--- config.mk ---
export PLATFORM = sky130hd
export DESIGN_NAME = x86_instruction_byte_emitter_unit
export DESIGN_NICKNAME = d
export VERILOG_FILES = /design/src/ibe_pkg.sv /design/src/ibe_queue.sv /design/src/ibe_front.sv /design/src/ibe_back.sv /design/src/x86_instruction_byte_emitter_unit.sv
export SDC_FILE = /design/constraint.sdc
export NUM_CORES = 1
export LEC_CHECK = 0
export BUFFER_PORTS_ARGS = -buffer_cell sky130_fd_sc_hd__buf_2
export CORE_MARGIN = 1
export CORE_UTILIZATION = 34
export CTS_CLUSTER_SIZE = 25
export DETAILED_ROUTE_END_ITERATION = 16
export SYNTH_ARGS = -nofsm -noshare
export SYNTH_HDL_FRONTEND = slang
export SYNTH_SLANG_ARGS = --single-unit
--- constraint.sdc ---
create_clock -name clk -period 14.8 [get_ports clk]
set_input_delay 0.74 -clock clk [delete_from_list [all_inputs] [get_ports clk]]
set_output_delay 0.74 -clock clk [all_outputs]
set_load 0.005 [all_outputs]
--- src/ibe_pkg.sv ---
// ----------------------------------------------------------------------------
// ibe_pkg
// Shared types and instruction kind codes for the x86 instruction byte emitter.
// ----------------------------------------------------------------------------
package ibe_pkg;

	localparam int MAX_BYTES = 7;

	localparam logic [4:0] KIND_ADD_I8    = 5'd0;
	localparam logic [4:0] KIND_ADD_I32   = 5'd1;
	localparam logic [4:0] KIND_CALL_REG  = 5'd2;
	localparam logic [4:0] KIND_CALL_REL  = 5'd3;
	localparam logic [4:0] KIND_INC       = 5'd4;
	localparam logic [4:0] KIND_JMP_REL   = 5'd5;
	localparam logic [4:0] KIND_MOV_RR    = 5'd6;
	localparam logic [4:0] KIND_MOV_R8_I8 = 5'd7;
	localparam logic [4:0] KIND_MOV_I32   = 5'd8;
	localparam logic [4:0] KIND_NOP       = 5'd9;
	localparam logic [4:0] KIND_POP       = 5'd10;
	localparam logic [4:0] KIND_PUSH_R    = 5'd11;
	localparam logic [4:0] KIND_PUSH_I8   = 5'd12;
	localparam logic [4:0] KIND_PUSH_I32  = 5'd13;
	localparam logic [4:0] KIND_RETN      = 5'd14;
	localparam logic [4:0] KIND_SETNZ     = 5'd15;
	localparam logic [4:0] KIND_SETZ      = 5'd16;
	localparam logic [4:0] KIND_SUB_RR    = 5'd17;
	localparam logic [4:0] KIND_SUB_I8    = 5'd18;
	localparam logic [4:0] KIND_SUB_I32   = 5'd19;
	localparam logic [4:0] KIND_TEST      = 5'd20;
	localparam logic [4:0] KIND_XOR_RR    = 5'd21;
	localparam logic [4:0] KIND_ABS       = 5'd22;
	localparam logic [4:0] KIND_FRAME     = 5'd23;
	localparam logic [4:0] KIND_FRAME_EXIT = 5'd24;
	localparam logic [4:0] KIND_REP_MOVSB = 5'd25;
	localparam logic [4:0] KIND_REP_MOVSD = 5'd26;
	localparam logic [4:0] KIND_REP_STOSB = 5'd27;
	localparam logic [4:0] KIND_REP_STOSD = 5'd28;

	typedef struct packed {
		logic [4:0]  kind;
		logic [2:0]  reg_dst;
		logic [2:0]  reg_src;
		logic [31:0] immediate;
		logic [31:0] target_address;
	} ibe_in_t;

	typedef struct packed {
		logic [7:0]  code_byte;
		logic [31:0] byte_offset;
		logic        last_byte;
	} ibe_out_t;

	// One encoded instruction waiting in the queue
	typedef struct packed {
		logic [MAX_BYTES-1:0][7:0] bytes;
		logic [2:0]                cnt;
		logic [31:0]               start;
	} ibe_entry_t;

	// Queue handshake between front and back
	typedef struct packed {
		logic full;
		logic empty;
	} ibe_q_status_t;

endpackage

--- src/ibe_queue.sv ---
// ----------------------------------------------------------------------------
// ibe_queue
// Small register FIFO of encoded instructions between front and back.
// ----------------------------------------------------------------------------
module ibe_queue #(
	parameter int DEPTH = 2
) (
	input  logic                clk,
	input  logic                arst_n,
	input  logic                push,
	input  ibe_pkg::ibe_entry_t push_data,
	input  logic                pop,
	output ibe_pkg::ibe_entry_t head,
	output ibe_pkg::ibe_q_status_t status
);

	localparam int PW = (DEPTH > 1) ? $clog2(DEPTH) : 1;
	localparam int CW = $clog2(DEPTH + 1);

	ibe_pkg::ibe_entry_t mem_q [DEPTH];
	logic [PW-1:0] wr_ptr_q, rd_ptr_q;
	logic [CW-1:0] cnt_q;

	function automatic logic [PW-1:0] next_ptr(input logic [PW-1:0] p);
		if (p == PW'(DEPTH - 1))
			return '0;
		return p + PW'(1);
	endfunction

	always_ff @(posedge clk or negedge arst_n) begin
		if (!arst_n) begin
			wr_ptr_q <= '0;
			rd_ptr_q <= '0;
			cnt_q    <= '0;
		end else begin
			if (push)
				wr_ptr_q <= next_ptr(wr_ptr_q);
			if (pop)
				rd_ptr_q <= next_ptr(rd_ptr_q);
			if (push && !pop)
				cnt_q <= cnt_q + CW'(1);
			else if (pop && !push)
				cnt_q <= cnt_q - CW'(1);
		end
	end

	always_ff @(posedge clk) begin
		if (push)
			mem_q[wr_ptr_q] <= push_data;
	end

	assign head         = mem_q[rd_ptr_q];
	assign status.full  = (cnt_q == CW'(DEPTH));
	assign status.empty = (cnt_q == '0);

endmodule

--- src/ibe_front.sv ---
// ----------------------------------------------------------------------------
// ibe_front
// Decodes one instruction request into its byte string and start offset.
// ----------------------------------------------------------------------------
module ibe_front (
	input  logic                clk,
	input  logic                arst_n,
	input  logic                accept,
	input  ibe_pkg::ibe_in_t    req,
	input  logic [31:0]         base_address,
	output logic                push,
	output ibe_pkg::ibe_entry_t entry
);

	logic [31:0] off_q;
	logic [31:0] disp;
	logic [ibe_pkg::MAX_BYTES-1:0][7:0] b;
	logic [2:0]  n;
	logic [2:0]  d, s;
	logic [7:0]  i8;
	logic [31:0] i32;
	logic [15:0] w16;

	assign d    = req.reg_dst;
	assign s    = req.reg_src;
	assign i8   = req.immediate[7:0];
	assign i32  = req.immediate;
	assign w16  = {req.immediate[13:0], 2'b00};
	// rel32 is measured from the end of the 5-byte instruction
	assign disp = req.target_address - base_address - off_q - 32'd5;

	always_comb begin
		b = '0;
		n = 3'd0;
		unique case (req.kind)
			ibe_pkg::KIND_ADD_I8:    begin b[0]=8'h83; b[1]={5'b11000,d}; b[2]=i8; n=3'd3; end
			ibe_pkg::KIND_ADD_I32:   begin
				b[0]=8'h81; b[1]={5'b11000,d};
				b[2]=i32[7:0]; b[3]=i32[15:8]; b[4]=i32[23:16]; b[5]=i32[31:24]; n=3'd6;
			end
			ibe_pkg::KIND_CALL_REG:  begin b[0]=8'hFF; b[1]={5'b11010,d}; n=3'd2; end
			ibe_pkg::KIND_CALL_REL,
			ibe_pkg::KIND_JMP_REL:   begin
				b[0] = (req.kind == ibe_pkg::KIND_CALL_REL) ? 8'hE8 : 8'hE9;
				b[1]=disp[7:0]; b[2]=disp[15:8]; b[3]=disp[23:16]; b[4]=disp[31:24]; n=3'd5;
			end
			ibe_pkg::KIND_INC:       begin b[0]={5'b01000,d}; n=3'd1; end
			ibe_pkg::KIND_MOV_RR:    begin b[0]=8'h8B; b[1]={2'b11,d,s}; n=3'd2; end
			ibe_pkg::KIND_MOV_R8_I8: begin b[0]={5'b10110,d}; b[1]=i8; n=3'd2; end
			ibe_pkg::KIND_MOV_I32:   begin
				b[0]={5'b10111,d};
				b[1]=i32[7:0]; b[2]=i32[15:8]; b[3]=i32[23:16]; b[4]=i32[31:24]; n=3'd5;
			end
			ibe_pkg::KIND_NOP:       begin b[0]=8'h90; n=3'd1; end
			ibe_pkg::KIND_POP:       begin b[0]={5'b01011,d}; n=3'd1; end
			ibe_pkg::KIND_PUSH_R:    begin b[0]={5'b01010,d}; n=3'd1; end
			ibe_pkg::KIND_PUSH_I8:   begin b[0]=8'h6A; b[1]=i8; n=3'd2; end
			ibe_pkg::KIND_PUSH_I32:  begin
				b[0]=8'h68;
				b[1]=i32[7:0]; b[2]=i32[15:8]; b[3]=i32[23:16]; b[4]=i32[31:24]; n=3'd5;
			end
			ibe_pkg::KIND_RETN:      begin
				if (i32 == '0) begin
					b[0]=8'hC3; n=3'd1;
				end else begin
					b[0]=8'hC2; b[1]=w16[7:0]; b[2]=w16[15:8]; n=3'd3;
				end
			end
			ibe_pkg::KIND_SETNZ:     begin b[0]=8'h0F; b[1]=8'h95; b[2]={5'b11000,d}; n=3'd3; end
			ibe_pkg::KIND_SETZ:      begin b[0]=8'h0F; b[1]=8'h94; b[2]={5'b11000,d}; n=3'd3; end
			ibe_pkg::KIND_SUB_RR:    begin b[0]=8'h2B; b[1]={2'b11,d,s}; n=3'd2; end
			ibe_pkg::KIND_SUB_I8:    begin b[0]=8'h83; b[1]={5'b11101,d}; b[2]=i8; n=3'd3; end
			ibe_pkg::KIND_SUB_I32:   begin
				b[0]=8'h81; b[1]={5'b11101,d};
				b[2]=i32[7:0]; b[3]=i32[15:8]; b[4]=i32[23:16]; b[5]=i32[31:24]; n=3'd6;
			end
			ibe_pkg::KIND_TEST:      begin b[0]=8'h85; b[1]={2'b11,d,d}; n=3'd2; end
			ibe_pkg::KIND_XOR_RR:    begin b[0]=8'h33; b[1]={2'b11,d,s}; n=3'd2; end
			ibe_pkg::KIND_ABS:       begin
				// eax is the implied operand; copy first unless already there
				if (d != 3'd0) begin
					b[0]=8'h8B; b[1]={5'b11000,d};
					b[2]=8'h99; b[3]=8'h33; b[4]=8'hC2; b[5]=8'h2B; b[6]=8'hC2; n=3'd7;
				end else begin
					b[0]=8'h99; b[1]=8'h33; b[2]=8'hC2; b[3]=8'h2B; b[4]=8'hC2; n=3'd5;
				end
			end
			ibe_pkg::KIND_FRAME:     begin b[0]=8'h55; b[1]=8'h8B; b[2]=8'hEC; n=3'd3; end
			ibe_pkg::KIND_FRAME_EXIT: begin b[0]=8'h8B; b[1]=8'hE5; b[2]=8'h5D; n=3'd3; end
			ibe_pkg::KIND_REP_MOVSB: begin b[0]=8'hF3; b[1]=8'hA4; n=3'd2; end
			ibe_pkg::KIND_REP_MOVSD: begin b[0]=8'hF3; b[1]=8'hA5; n=3'd2; end
			ibe_pkg::KIND_REP_STOSB: begin b[0]=8'hF3; b[1]=8'hAA; n=3'd2; end
			ibe_pkg::KIND_REP_STOSD: begin b[0]=8'hF3; b[1]=8'hAB; n=3'd2; end
			default:                 begin b = '0; n = 3'd0; end
		endcase
	end

	// Undefined kinds produce nothing and are dropped here
	assign push        = accept && (n != 3'd0);
	assign entry.bytes = b;
	assign entry.cnt   = n;
	assign entry.start = off_q;

	always_ff @(posedge clk or negedge arst_n) begin
		if (!arst_n)
			off_q <= '0;
		else if (push)
			off_q <= off_q + {29'd0, n};
	end

endmodule

--- src/ibe_back.sv ---
// ----------------------------------------------------------------------------
// ibe_back
// Serializes the queue head one byte per cycle into the output register, while the receiver does not stall.
// ----------------------------------------------------------------------------
module ibe_back (
	input  logic                   clk,
	input  logic                   arst_n,
	input  ibe_pkg::ibe_entry_t    head,
	input  ibe_pkg::ibe_q_status_t status,
	output logic                   pop,
	output logic                   out_valid,
	input  logic                   out_stall,
	output ibe_pkg::ibe_out_t      out_data
);

	logic [2:0] idx_q;
	logic       out_valid_q;
	ibe_pkg::ibe_out_t out_q;
	logic       adv;
	logic       last;

	assign adv  = (!out_valid_q || !out_stall) && !status.empty;
	assign last = (idx_q == head.cnt - 3'd1);
	assign pop  = adv && last;

	always_ff @(posedge clk or negedge arst_n) begin
		if (!arst_n) begin
			idx_q       <= '0;
			out_valid_q <= 1'b0;
		end else begin
			if (adv)
				idx_q <= last ? 3'd0 : idx_q + 3'd1;
			if (adv)
				out_valid_q <= 1'b1;
			else if (!out_stall)
				out_valid_q <= 1'b0;
		end
	end

	always_ff @(posedge clk) begin
		if (adv) begin
			out_q.code_byte   <= head.bytes[idx_q];
			out_q.byte_offset <= head.start + {29'd0, idx_q};
			out_q.last_byte   <= last;
		end
	end

	assign out_valid = out_valid_q;
	assign out_data  = out_q;

endmodule

--- src/x86_instruction_byte_emitter_unit.sv ---
// ----------------------------------------------------------------------------
// x86_instruction_byte_emitter_unit
// x86-32 instruction encoder: one request in, its machine code bytes out.
// ----------------------------------------------------------------------------
// Usage:
//  - in channel (in_valid/in_stall/in_data): one transaction per instruction
//    request. Accepted when in_valid is high and in_stall low.
//  - out channel (out_valid/out_stall/out_data): one transaction per emitted
//    byte, with its buffer offset and last_byte set on the final byte.
//  - cfg_wr_en/cfg_wr_data write base_address; write only while idle.
// Path: decode is combinational into the queue; the first byte of a request
//  then goes from the queue head through the output register before it shows
//  on out_valid.
// Throughput: one byte per cycle from the back end while out_stall is low; a
//  request yields 1 to 7 bytes. The front accepts a new request every
//  cycle while the queue has room, so short forms stream back to back.
// Undefined kinds (29..31) are accepted and produce no bytes.
// Reset clears the write offset, base_address, queue and output valid.
// When the receiver stalls, the output register holds its byte, the back end
//  stops, and once the queue fills in_stall rises.
// ----------------------------------------------------------------------------
module x86_instruction_byte_emitter_unit #(
	parameter int QUEUE_DEPTH = 2
) (
	input  logic              clk,
	input  logic              arst_n,
	input  logic              in_valid,
	output logic              in_stall,
	input  ibe_pkg::ibe_in_t  in_data,
	output logic              out_valid,
	input  logic              out_stall,
	output ibe_pkg::ibe_out_t out_data,
	input  logic              cfg_wr_en,
	input  logic [31:0]       cfg_wr_data
);

	logic [31:0]            base_address_q;
	logic                   in_accept;
	logic                   push;
	logic                   pop;
	ibe_pkg::ibe_entry_t    push_entry;
	ibe_pkg::ibe_entry_t    head;
	ibe_pkg::ibe_q_status_t q_status;

	// Config register
	always_ff @(posedge clk or negedge arst_n) begin
		if (!arst_n)
			base_address_q <= '0;
		else if (cfg_wr_en)
			base_address_q <= cfg_wr_data;
	end

	// Front stalls only on a full queue
	assign in_stall  = q_status.full;
	assign in_accept = in_valid && !in_stall;

	ibe_front u_front (
		.clk          (clk),
		.arst_n       (arst_n),
		.accept       (in_accept),
		.req          (in_data),
		.base_address (base_address_q),
		.push         (push),
		.entry        (push_entry)
	);

	ibe_queue #(
		.DEPTH (QUEUE_DEPTH)
	) u_queue (
		.clk       (clk),
		.arst_n    (arst_n),
		.push      (push),
		.push_data (push_entry),
		.pop       (pop),
		.head      (head),
		.status    (q_status)
	);

	ibe_back u_back (
		.clk       (clk),
		.arst_n    (arst_n),
		.head      (head),
		.status    (q_status),
		.pop       (pop),
		.out_valid (out_valid),
		.out_stall (out_stall),
		.out_data  (out_data)
	);

	// Byte offsets on the output form one unbroken running sequence
	a_offset_run: assert property (@(posedge clk) disable iff (!arst_n)
		out_valid && !out_stall |=>
			!out_valid || out_data.byte_offset == $past(out_data.byte_offset) + 32'd1)
		else $error("output byte offset skipped or repeated");

	// A defined kind always lands in the queue
	a_push_lands: assert property (@(posedge clk) disable iff (!arst_n)
		in_accept && in_data.kind <= ibe_pkg::KIND_REP_STOSD |=> !q_status.empty)
		else $error("accepted instruction lost before queue");

	// Undefined kinds never enter the queue
	a_no_push_undef: assert property (@(posedge clk) disable iff (!arst_n)
		push |-> in_accept && in_data.kind <= ibe_pkg::KIND_REP_STOSD)
		else $error("queue push without a defined instruction");

endmodule

# After elaboration in Yosys (flattened, before gate mapping)
# Memory sizes are Yosys's and may differ from the RTL's.
# Index checks and enable logic that the tools add are counted.
dict set report word_totals {
  inputBits 112
  memories 1
  mem_bits_rw 182
  out_inout_bits 43
  regBits 113
  elab_cells 120
}
dict set report op_classes {
  n_lt_le_gt_ge 1
  n_mux 31
  addsub 11
  reduce_logical 35
  n_eq_ne 31
}
# memory words width rd rd_ports_with_merged_regs wr line
set mem_list {}
lappend mem_list {u_queue.mem_q 2 91 1 0 1 ibe_queue.sv:20} ;# ibe_pkg::ibe_entry_t mem_q [DEPTH];
# operator n
set op_table {}
lappend op_table {{case mux 8 bit (21 select lines)} 1}
lappend op_table {{case mux 8 bit (17 select lines)} 1}
lappend op_table {{equality test 5 bit, second input constant} 13}
lappend op_table {{adder 32 x 3 -> 32 bit} 2}
lappend op_table {{case mux 16 bit (4 select lines)} 1}
lappend op_table {{case mux 8 bit (8 select lines)} 1}
lappend op_table {{subtractor 32 bit} 2}
lappend op_table {{equality test 5 x 4 -> 1 bit, second input constant} 8}
lappend op_table {{zero test 32 bit} 1}
lappend op_table {{two-way mux 16 bit} 2}
lappend op_table {{subtractor 32 x 3 -> 32 bit, second input constant} 1}
lappend op_table {{two-way mux 29 bit} 1}
lappend op_table {{binary-select mux 8 bit (select 3 bit)} 1}
lappend op_table {{case mux 3 bit (7 select lines)} 1}
lappend op_table {{equality test 5 x 3 -> 1 bit, second input constant} 4}
lappend op_table {{OR reduction 4 bit} 5}
lappend op_table {{two-way mux 8 bit} 2}
lappend op_table {{case mux 8 bit (2 select lines)} 1}
lappend op_table {{OR reduction 2 bit} 8}
lappend op_table {{two-way mux 1 bit} 14}
lappend op_table {{OR reduction 11 bit} 1}
lappend op_table {{equality test 5 x 2 -> 1 bit, second input constant} 2}
lappend op_table {{two-way mux 2 bit} 4}
lappend op_table {{logical AND 1 bit} 6}
lappend op_table {{other kinds (19)} 26}

# Logic depth before layout (Yosys ltp)
# Gate-level depths: netlist of the first run.
dict set report depth {
  ltp_word 9
  depth_mapped 18
  ltp_nobuf 15
}

# Modules after synthesis
# Synthesis of the first run repeated with hierarchy kept, for this count alone.
dict set report hier_totals {
  cells_unflattened 1442
  hier_area_um2 17541.8
}
# module seq_area_each_um2 n_inst cells_per_inst area_per_inst_um2
set by_module_without_submodules {}
lappend by_module_without_submodules {ibe_queue 5565.3 1 299 7153.1}
lappend by_module_without_submodules {ibe_front 800.8 1 849 6389.9}
lappend by_module_without_submodules {ibe_back 1331.3 1 225 2647.5}
lappend by_module_without_submodules {x86_instruction_byte_emitter_unit 800.8 1 69 1351.3}

# Worst setup path after synthesis of the first run
# Ideal clock, no wire load.
dict set report synth_path {
  kind {input to register}
  startpoint {input in_data[70] in the netlist's numbering}
  endpoint {memory u_queue.mem_q[0][0] in the netlist's numbering (enable)}
  arrival_time_ps 5010
  required_ps 14273
  setup_ps 527
  setup_slack_ps 9262
  cell_stages 5
  path_buffers 2
  path_cell_list {buf_2 > nor2_1 > o221ai_1 > clkbuf_1 > nor2_1}
}
dict set report synth_between {
  elab_chain_len 7
  word_cells_on_any_way 39
  classes_between {28 x eq/ne; 3 x mux; 8 x reduce/logical}
}
# element line
set synth_lines {}
lappend synth_lines {{start: declaration} x86_instruction_byte_emitter_unit.sv:29} ;# input ibe_pkg::ibe_in_t in_data,
lappend synth_lines {{equality test 5 x 2 -> 1 bit (tied with other cells)} ibe_front.sv:35} ;# unique case (req.kind)
lappend synth_lines {{OR reduction 11 bit (no source line) (tied with other cells)} --}
lappend synth_lines {{case mux 3 bit (7 select lines) (*)} ibe_front.sv:35}
lappend synth_lines {{nonzero test 3 bit (*)} ibe_front.sv:99} ;# assign push = accept && (n != 3'd0);
lappend synth_lines {{logical AND 1 bit (*)} ibe_front.sv:99}
lappend synth_lines {{two-way mux 1 bit (*)} ibe_queue.sv:48} ;# if (push)
lappend synth_lines {{two-way mux 1 bit (not written as such) (*)} ibe_queue.sv:49} ;# mem_q[wr_ptr_q] <= push_data;
lappend synth_lines {{end: declaration} ibe_queue.sv:20}
# Every way passes the cells marked *; elsewhere a longest branch is shown, timed or not.

==> results.toml, run 1 <==
[clock_network]
clk_pin_slew_ns = 0.06
clock_sinks = 281
cts_htree_levels = 2
cts_resized = 0
root_buffer = "clkbuf_16"
clock_latency_ns = 0.54
cts_tree = "built"
cts_buffers = 34
cts_hold_repair.buffers = 0
clk_path_buf_depth = 3
post-cts-setup-buffers = 0

[global_routing]
use_met2_pct = 28.8
grt_busiest_layer = "met2"
grt-ovfl-total = 0
grt_max_degree = 65
use_met3_pct = 3.86
grt.total_usage_pct = 18.5
grt_pass1_wl_mm = 66.3
grtUsageMet1_pct = 25.4
grt_pass1_vias = 10991
antenna_found_initial = 0

[floorplan]
io_pins = 155
initial_core_util_pct = 34.3
core_region_area_um2 = 46500
rows = 79
die_area_um2 = 47800
die-height_um = 219
die_w_um = 219

[sta]
hold_ws_ns = 0.0270
hold_viol = 0
setup_tns_ns = 0
final.min_clock_period_ns = 4.32
worst_pin_slew_ns = 1.15
fin_crit_sh_pct = 29.2
max_freq_mhz = 232
rsz0062_at_grt = "false"
finClkSkew_ns = 0.0164
slew_headroom_pct = 22.9
slew_violations = 0
setup_viol_count_final = 0

[logic_synthesis]
synth-compound-area-share_pct = 11.0
synth_edf_count = 209
synthMuxAreaShare_pct = 8.22
ys_warn_count = 0
synth_simple_gate_area_share_pct = 10.5
ys_seq_area_share_pct = 50.6
ys.flop_type = "edfxtp_1"
synthesis.area_um2 = 16000
synth_seq_cells = 281
netlist_instances = 1371
async_reset_ff_share_pct = 25.6
synth-xor-area-share_pct = 5.71
yosys.area_share.adder_pct = 9.71
ys_types = 76
syn_nets = 1587
syn_avg_cell_area_um2 = 11.6
synth_top_family_by_area = "compound AO/OA/AOI/OAI gates"

[critical_path]
reg2reg_from = "u_front.off_q[7]"
crit_chain = "buf_2 > inv_1 > nor2_1 > nand2b_1 > nor3_2 > buf_4 > or4_1 > ha_1 > a21oi_1 > nor3_1 > and2_1 > nand4_1 > xnor2_1"
slowest_delay_ns = 0.60
endpoint_kind = "register"
r2r.worst_path.cells = 12
slowest_stage = "or4_1"
crit_path_max_fanout = 38
startpoint = "in_data[72]"
critPathLaunchType = "input port"
cp_data_arrival_time_ns = 4.73
path_class = "in2reg"
required_ns = 15.22

[status]
outcome = "finished clean"

[route]
wl_mm = 44.1
drt_iter0_markers = 1108
ant_nets = 0
drc = 0
via_per_inst = 5.31
dr.pass1.iters = 5
wire_per_inst_um = 20.6
vias = 11374

[final_layout]
num_antenna_cells = 0
area_growth_syn_to_layout_pct = 15.7
drive_gt1_share_pct = 19.3
fin_nets = 1727
instances_no_fill = 2142

[placement]
dp.cells = 2082
dp_hpwl_mm = 33.1
gp_congestion = 0.890
portBuffers = 154

[hold_path]
hp-class = "in2async"

[power]
p_sw_share_pct = 34.8
clkPwrFrac_pct = 27.2
leakagePower_nw = 7.28
p_seq_share_pct = 38.8
comb_power_share_pct = 34.0
intPower_mw = 2.08
p_switching_mw = 1.11
irDropWorstVdd_v = 0.0000965
power_density_nw_per_um2 = 173
power_mw = 3.20

[job]
cap_violations = 0
## final timing paths
path                                   endpoint  slack (ns)
hold reg to reg              base_address_q[26]        0.52
setup / recovery              u_front.off_q[29]       10.48
max in group asynchronous      u_queue.rd_ptr_q       13.60
hold / removal                base_address_q[3]        0.03
setup reg to reg           u_queue.mem_q[1][69]       10.52
min in group clk             base_address_q[18]        0.43
## flip-flops by register name, indices dropped and copies added (netlist names)
| name | count |
|---|---|
| u_queue.mem_q | 168 |
| u_back.out_data | 41 |
| base_address_q | 32 |
| u_front.off_q | 32 |
| u_back.idx_q | 3 |
| u_queue.cnt_q | 2 |
| u_back.out_valid | 1 |
| u_queue.rd_ptr_q | 1 |
| u_queue.wr_ptr_q | 1 |
## power by group through the flow
| stage | clock [mW] | combinational (mW) | sequential [mW] |
|---|---|---|---|
| after floorplan | 0 | 0.763 | 1.19 |
| final | 0.871 | 1.09 | 1.24 |
| after detailed placement | 0 | 1.09 | 1.26 |
| after CTS | 0.888 | 1.10 | 1.24 |
| after global placement | 0 | 1.08 | 1.25 |
| after global routing | 0.920 | 1.19 | 1.26 |
## synth_stat cells (all sizes together), types with 35 or more instances
master / count / area (um2)
nand3: 39 / 200
xor2: 35 / 307
dfrtp: 72 / 1800
ha: 71 / 888
mux2: 40 / 450
nand2: 120 / 453
nor2: 81 / 307
inv: 102 / 383
a21oi: 70 / 358
clkbuf: 37 / 140
xnor2: 69 / 604
o21ai: 78 / 390
edfxtp: 209 / 6280
## metrics by stage
| stage | util, % | instance area (um2) | worst slack [ns] |
|---|---|---|---|
| finish | 39.7 | 18500 | 10.48 |
| global route | 39.7 | 18500 | 10.26 |
| CTS | 39.7 | 18500 | 10.53 |
| detailed placement | 37.2 | 17300 | 10.01 |
| global placement | 37.2 | 17300 | 10.15 |
| floorplan | - | 16000 | 9.26 |
## cells in the final DEF (no fill, tap or decap), types with 7 or more instances in the layout
master,netlist,routed
edfxtp_1,209,209
buf_2,7,153
nand2_1,119,119
inv_1,102,102
nor2_1,80,79
o21ai_0,76,76
ha_1,71,71
dfrtp_1,72,70
xnor2_1,69,69
a21oi_1,68,67
mux2_2,40,40
nand3_1,38,38
xor2_1,35,35
clkbuf_16,0,35
fa_1,33,33
mux2i_1,32,32
mux4_2,24,24
nor3_1,21,20
a22oi_1,18,18
a221oi_1,16,16
and3_1,14,14
nor4_1,13,13
nand4_1,12,12
nand2b_1,11,11
a21o_1,11,11
buf_4,2,11
nor2b_1,10,10
clkbuf_1,36,9
o21a_1,8,8
o211ai_1,7,7
o22ai_1,7,7
## final cells by class
| type | instances | area [um2] |
|---|---|---|
| clock buffers | 45 | 923 |
| clock inverters | 15 | 230 |
| fillers | 4481 | 28000 |
| inverters | 102 | 383 |
| multi-input cells | 928 | 7230 |
| flip-flops and latches | 281 | 8080 |
| well taps | 607 | 759 |
| repair buffers | 164 | 848 |
## kinds of logic (layout without fill, tap and decap cells)
family,Yosys count,in the layout
adder cells (fa/ha/maj),104,104
AO/OA/AOI/OAI,273,273
flip-flops,281,281
multiplexers,96,96
buffers and inverters,162,326
XOR/XNOR,104,104
AND/OR/NAND/NOR,351,351
## critical path, delay by kind of cell
family                     cells  cell delay, ns
xor gates and xnor gates       1            0.15
AOI/OAI and AO/OA              1            0.15
adders and majority gates      1            0.38
buffers and inverters          3            1.10
and+or+nand+nor                7            2.18
## layer usage
layer	share of wire (%)	vias up
met5	0	-
met4	3.2	0
met3	6.4	77
met2	46	390
met1	45	5609
li1	-	5298
Power figures use the tool's default switching activity.
==> run 2: changes to the inputs <==
clock period = 3.8 ns   (was 14.8 ns; I/O delays follow)
==> run 2 against run 1 <==
  * Largest power group is now combinational cells
  * Setup slack worse by 10 ns
  * Global-route usage is essentially flat
  * Via count grew 2.5%
  * Core utilization grew 1.8 points
  * Register-to-register slack worse by 10 ns
  * Combinational power grew to 4.4 times the previous value
  * Critical path type is now reg2reg
  * Routed wire length is 0.57% higher
  * Critical path depth down 1
  * Clock skew is 0.0046 ns higher
  * Cell count up 4.7%
==> results.toml, run 2 (synthesized netlist as in run 1, its figures left out) <==
[floorplan]
io_pins = 155
core_region_area_um2 = 46500
die_w_um = 219
initial_core_util_pct = 34.3
die-height_um = 219
die_area_um2 = 47800
rows = 79

[sta]
setup_slack_ns = 0.128
hold_viol = 0
setup_tns_ns = 0
final.min_clock_period_ns = 3.67
slew_violations = 0
max_freq_mhz = 272
hold_ws_ns = 0.0399
finClkSkew_ns = 0.0210
setup_viol_count_final = 0
worst_pin_slew_ns = 0.929
fin_crit_sh_pct = 96.6
slew_headroom_pct = 37.9
rsz0062_at_grt = "false"

[power]
power_density_nw_per_um2 = 640
leakagePower_nw = 7.73
irDropWorstVdd_v = 0.000469

[final_layout]
multi_input_area_um2 = 7300
final_common_cell = "edfxtp_1"
num-fill-cells = 4470
fin_nets = 1827
final_cell_mix = "edfxtp_1 (209), buf_2 (153), nand2_1 (119), inv_1 (102), nor2_1 (79)"
drive_gt1_share_pct = 22.5
largest_reg_flops = 168
top_register = "u_queue.mem_q"
seqCellArea_um2 = 8080
instances_no_fill = 2242
area_growth_syn_to_layout_pct = 21.1
finalInstanceArea_um2 = 19300
num_antenna_cells = 0

[placement]
portBuffers = 154
dp_hpwl_mm = 33.7
placed_cell_area_um2 = 17900
dp.cells = 2150
gp_congestion = 0.917
dp_slack_ns = 0.00502

[clock_network]
cts_buffers = 30
clock_sinks = 281
cts_tree = "built"
cts_htree_levels = 1
root_buffer = "clkbuf_16"
clock_latency_ns = 0.57
clk_pin_slew_ns = 0.06
clk_path_buf_depth = 3

[route]
ant_nets = 0
drt_iter0_markers = 953
dr.pass1.iters = 8
wl_mm = 44.3
via_per_inst = 5.20
wire_per_inst_um = 19.8
vias = 11653
drc = 0

[job]
cap_violations = 0

[critical_path]
critPathLaunchType = "register"
slowest_stage = "fa_1"
slowest_delay_ns = 0.50
required_ns = 4.05
cp_data_arrival_time_ns = 3.92
path_class = "reg2reg"
crit_chain = "ha_1 > fa_1 > inv_1 > ha_1 > inv_1 > nor2_1 > o211ai_1 > nor2_1 > a2111oi_1 > o31ai_1 > xnor2_1 > o21ai_1"
crit_path_max_fanout = 7
endpoint_kind = "register"

[status]
outcome = "finished clean"

[global_routing]
grt-ovfl-total = 0
antenna_found_initial = 0
grt_max_degree = 85
grt_pass1_wl_mm = 67.2
grt_pass1_vias = 11409
grt.total_usage_pct = 18.5

[hold_path]
hp-class = "in2reg"
[run 2: what timing repair did]
item / CTS / global route
endpoints found under the setup margin: 0 / 31
gates resized for setup: 0 / 18
hold buffers: 36 / 0
buffers inserted: 0 / 0
hold endpoints to repair: 87 / 0
[run 2: layout make-up]
| class | instances | area share [%] |
|---|---|---|
| Clock buffer | 43 | 4.30 |
| Clock inverter | 13 | 0.914 |
| Inverter | 102 | 1.98 |
| Multi-Input combinational cell | 928 | 37.8 |
| Sequential cell | 281 | 41.8 |
| Tap cell | 607 | 3.93 |
| Timing Repair Buffer | 268 | 9.23 |
[run 2: path summary, 6_finish.rpt]
check,start,endpoint,slack (ns),cells after the start
max in group asynchronous,arst_n,base_address_q[29],2.78,3
setup reg to reg,u_front.off_q[27],u_queue.mem_q[1][73],0.13,12
min in group asynchronous,arst_n,u_queue.wr_ptr_q,0.22,2
hold reg to reg,base_address_q[30],base_address_q[30],0.51,1
setup / recovery,u_front.off_q[27],u_queue.mem_q[1][73],0.13,12
hold / removal,in_data[59],u_queue.mem_q[1][78],0.04,2
[run 2: per-layer routing]
layer	wire length [um]	share of wire, %	vias up	global-route usage, %
li1	-	-	5509	-
met1	19800	45	5744	24.9
met2	21400	48	334	30.8
met3	1980	4.5	66	2.24
met4	1180	2.7	0	5.97
met5	0	0	-	0
[run 2: power by group]
part	internal, mW	leakage [nW]	switching, mW
clock	1.78	0.483	1.19
sequential	4.29	2.89	0.267
combinational	1.98	4.35	2.85
total	8.05	7.73	4.30
[run 2: critical path, delay by kind of cell, from the launching register on]
kind                     cells  cell delay [ns]
XOR/XNOR                     1             0.28
flip-flops                   1             0.49
AO/OA/AOI/OAI                4             0.97
buffers and inverters        2             0.23
adder cells (fa/ha/maj)      3             1.25
AND/OR/NAND/NOR              2             0.13
[run 2: metrics by stage]
stage               utilization [%]  power, mW
floorplan                         -       7.60
global placement               38.5       9.32
detailed placement             38.5       9.39
CTS                            41.4       12.4
global route                   41.6       13.0
finish                         41.6       12.4
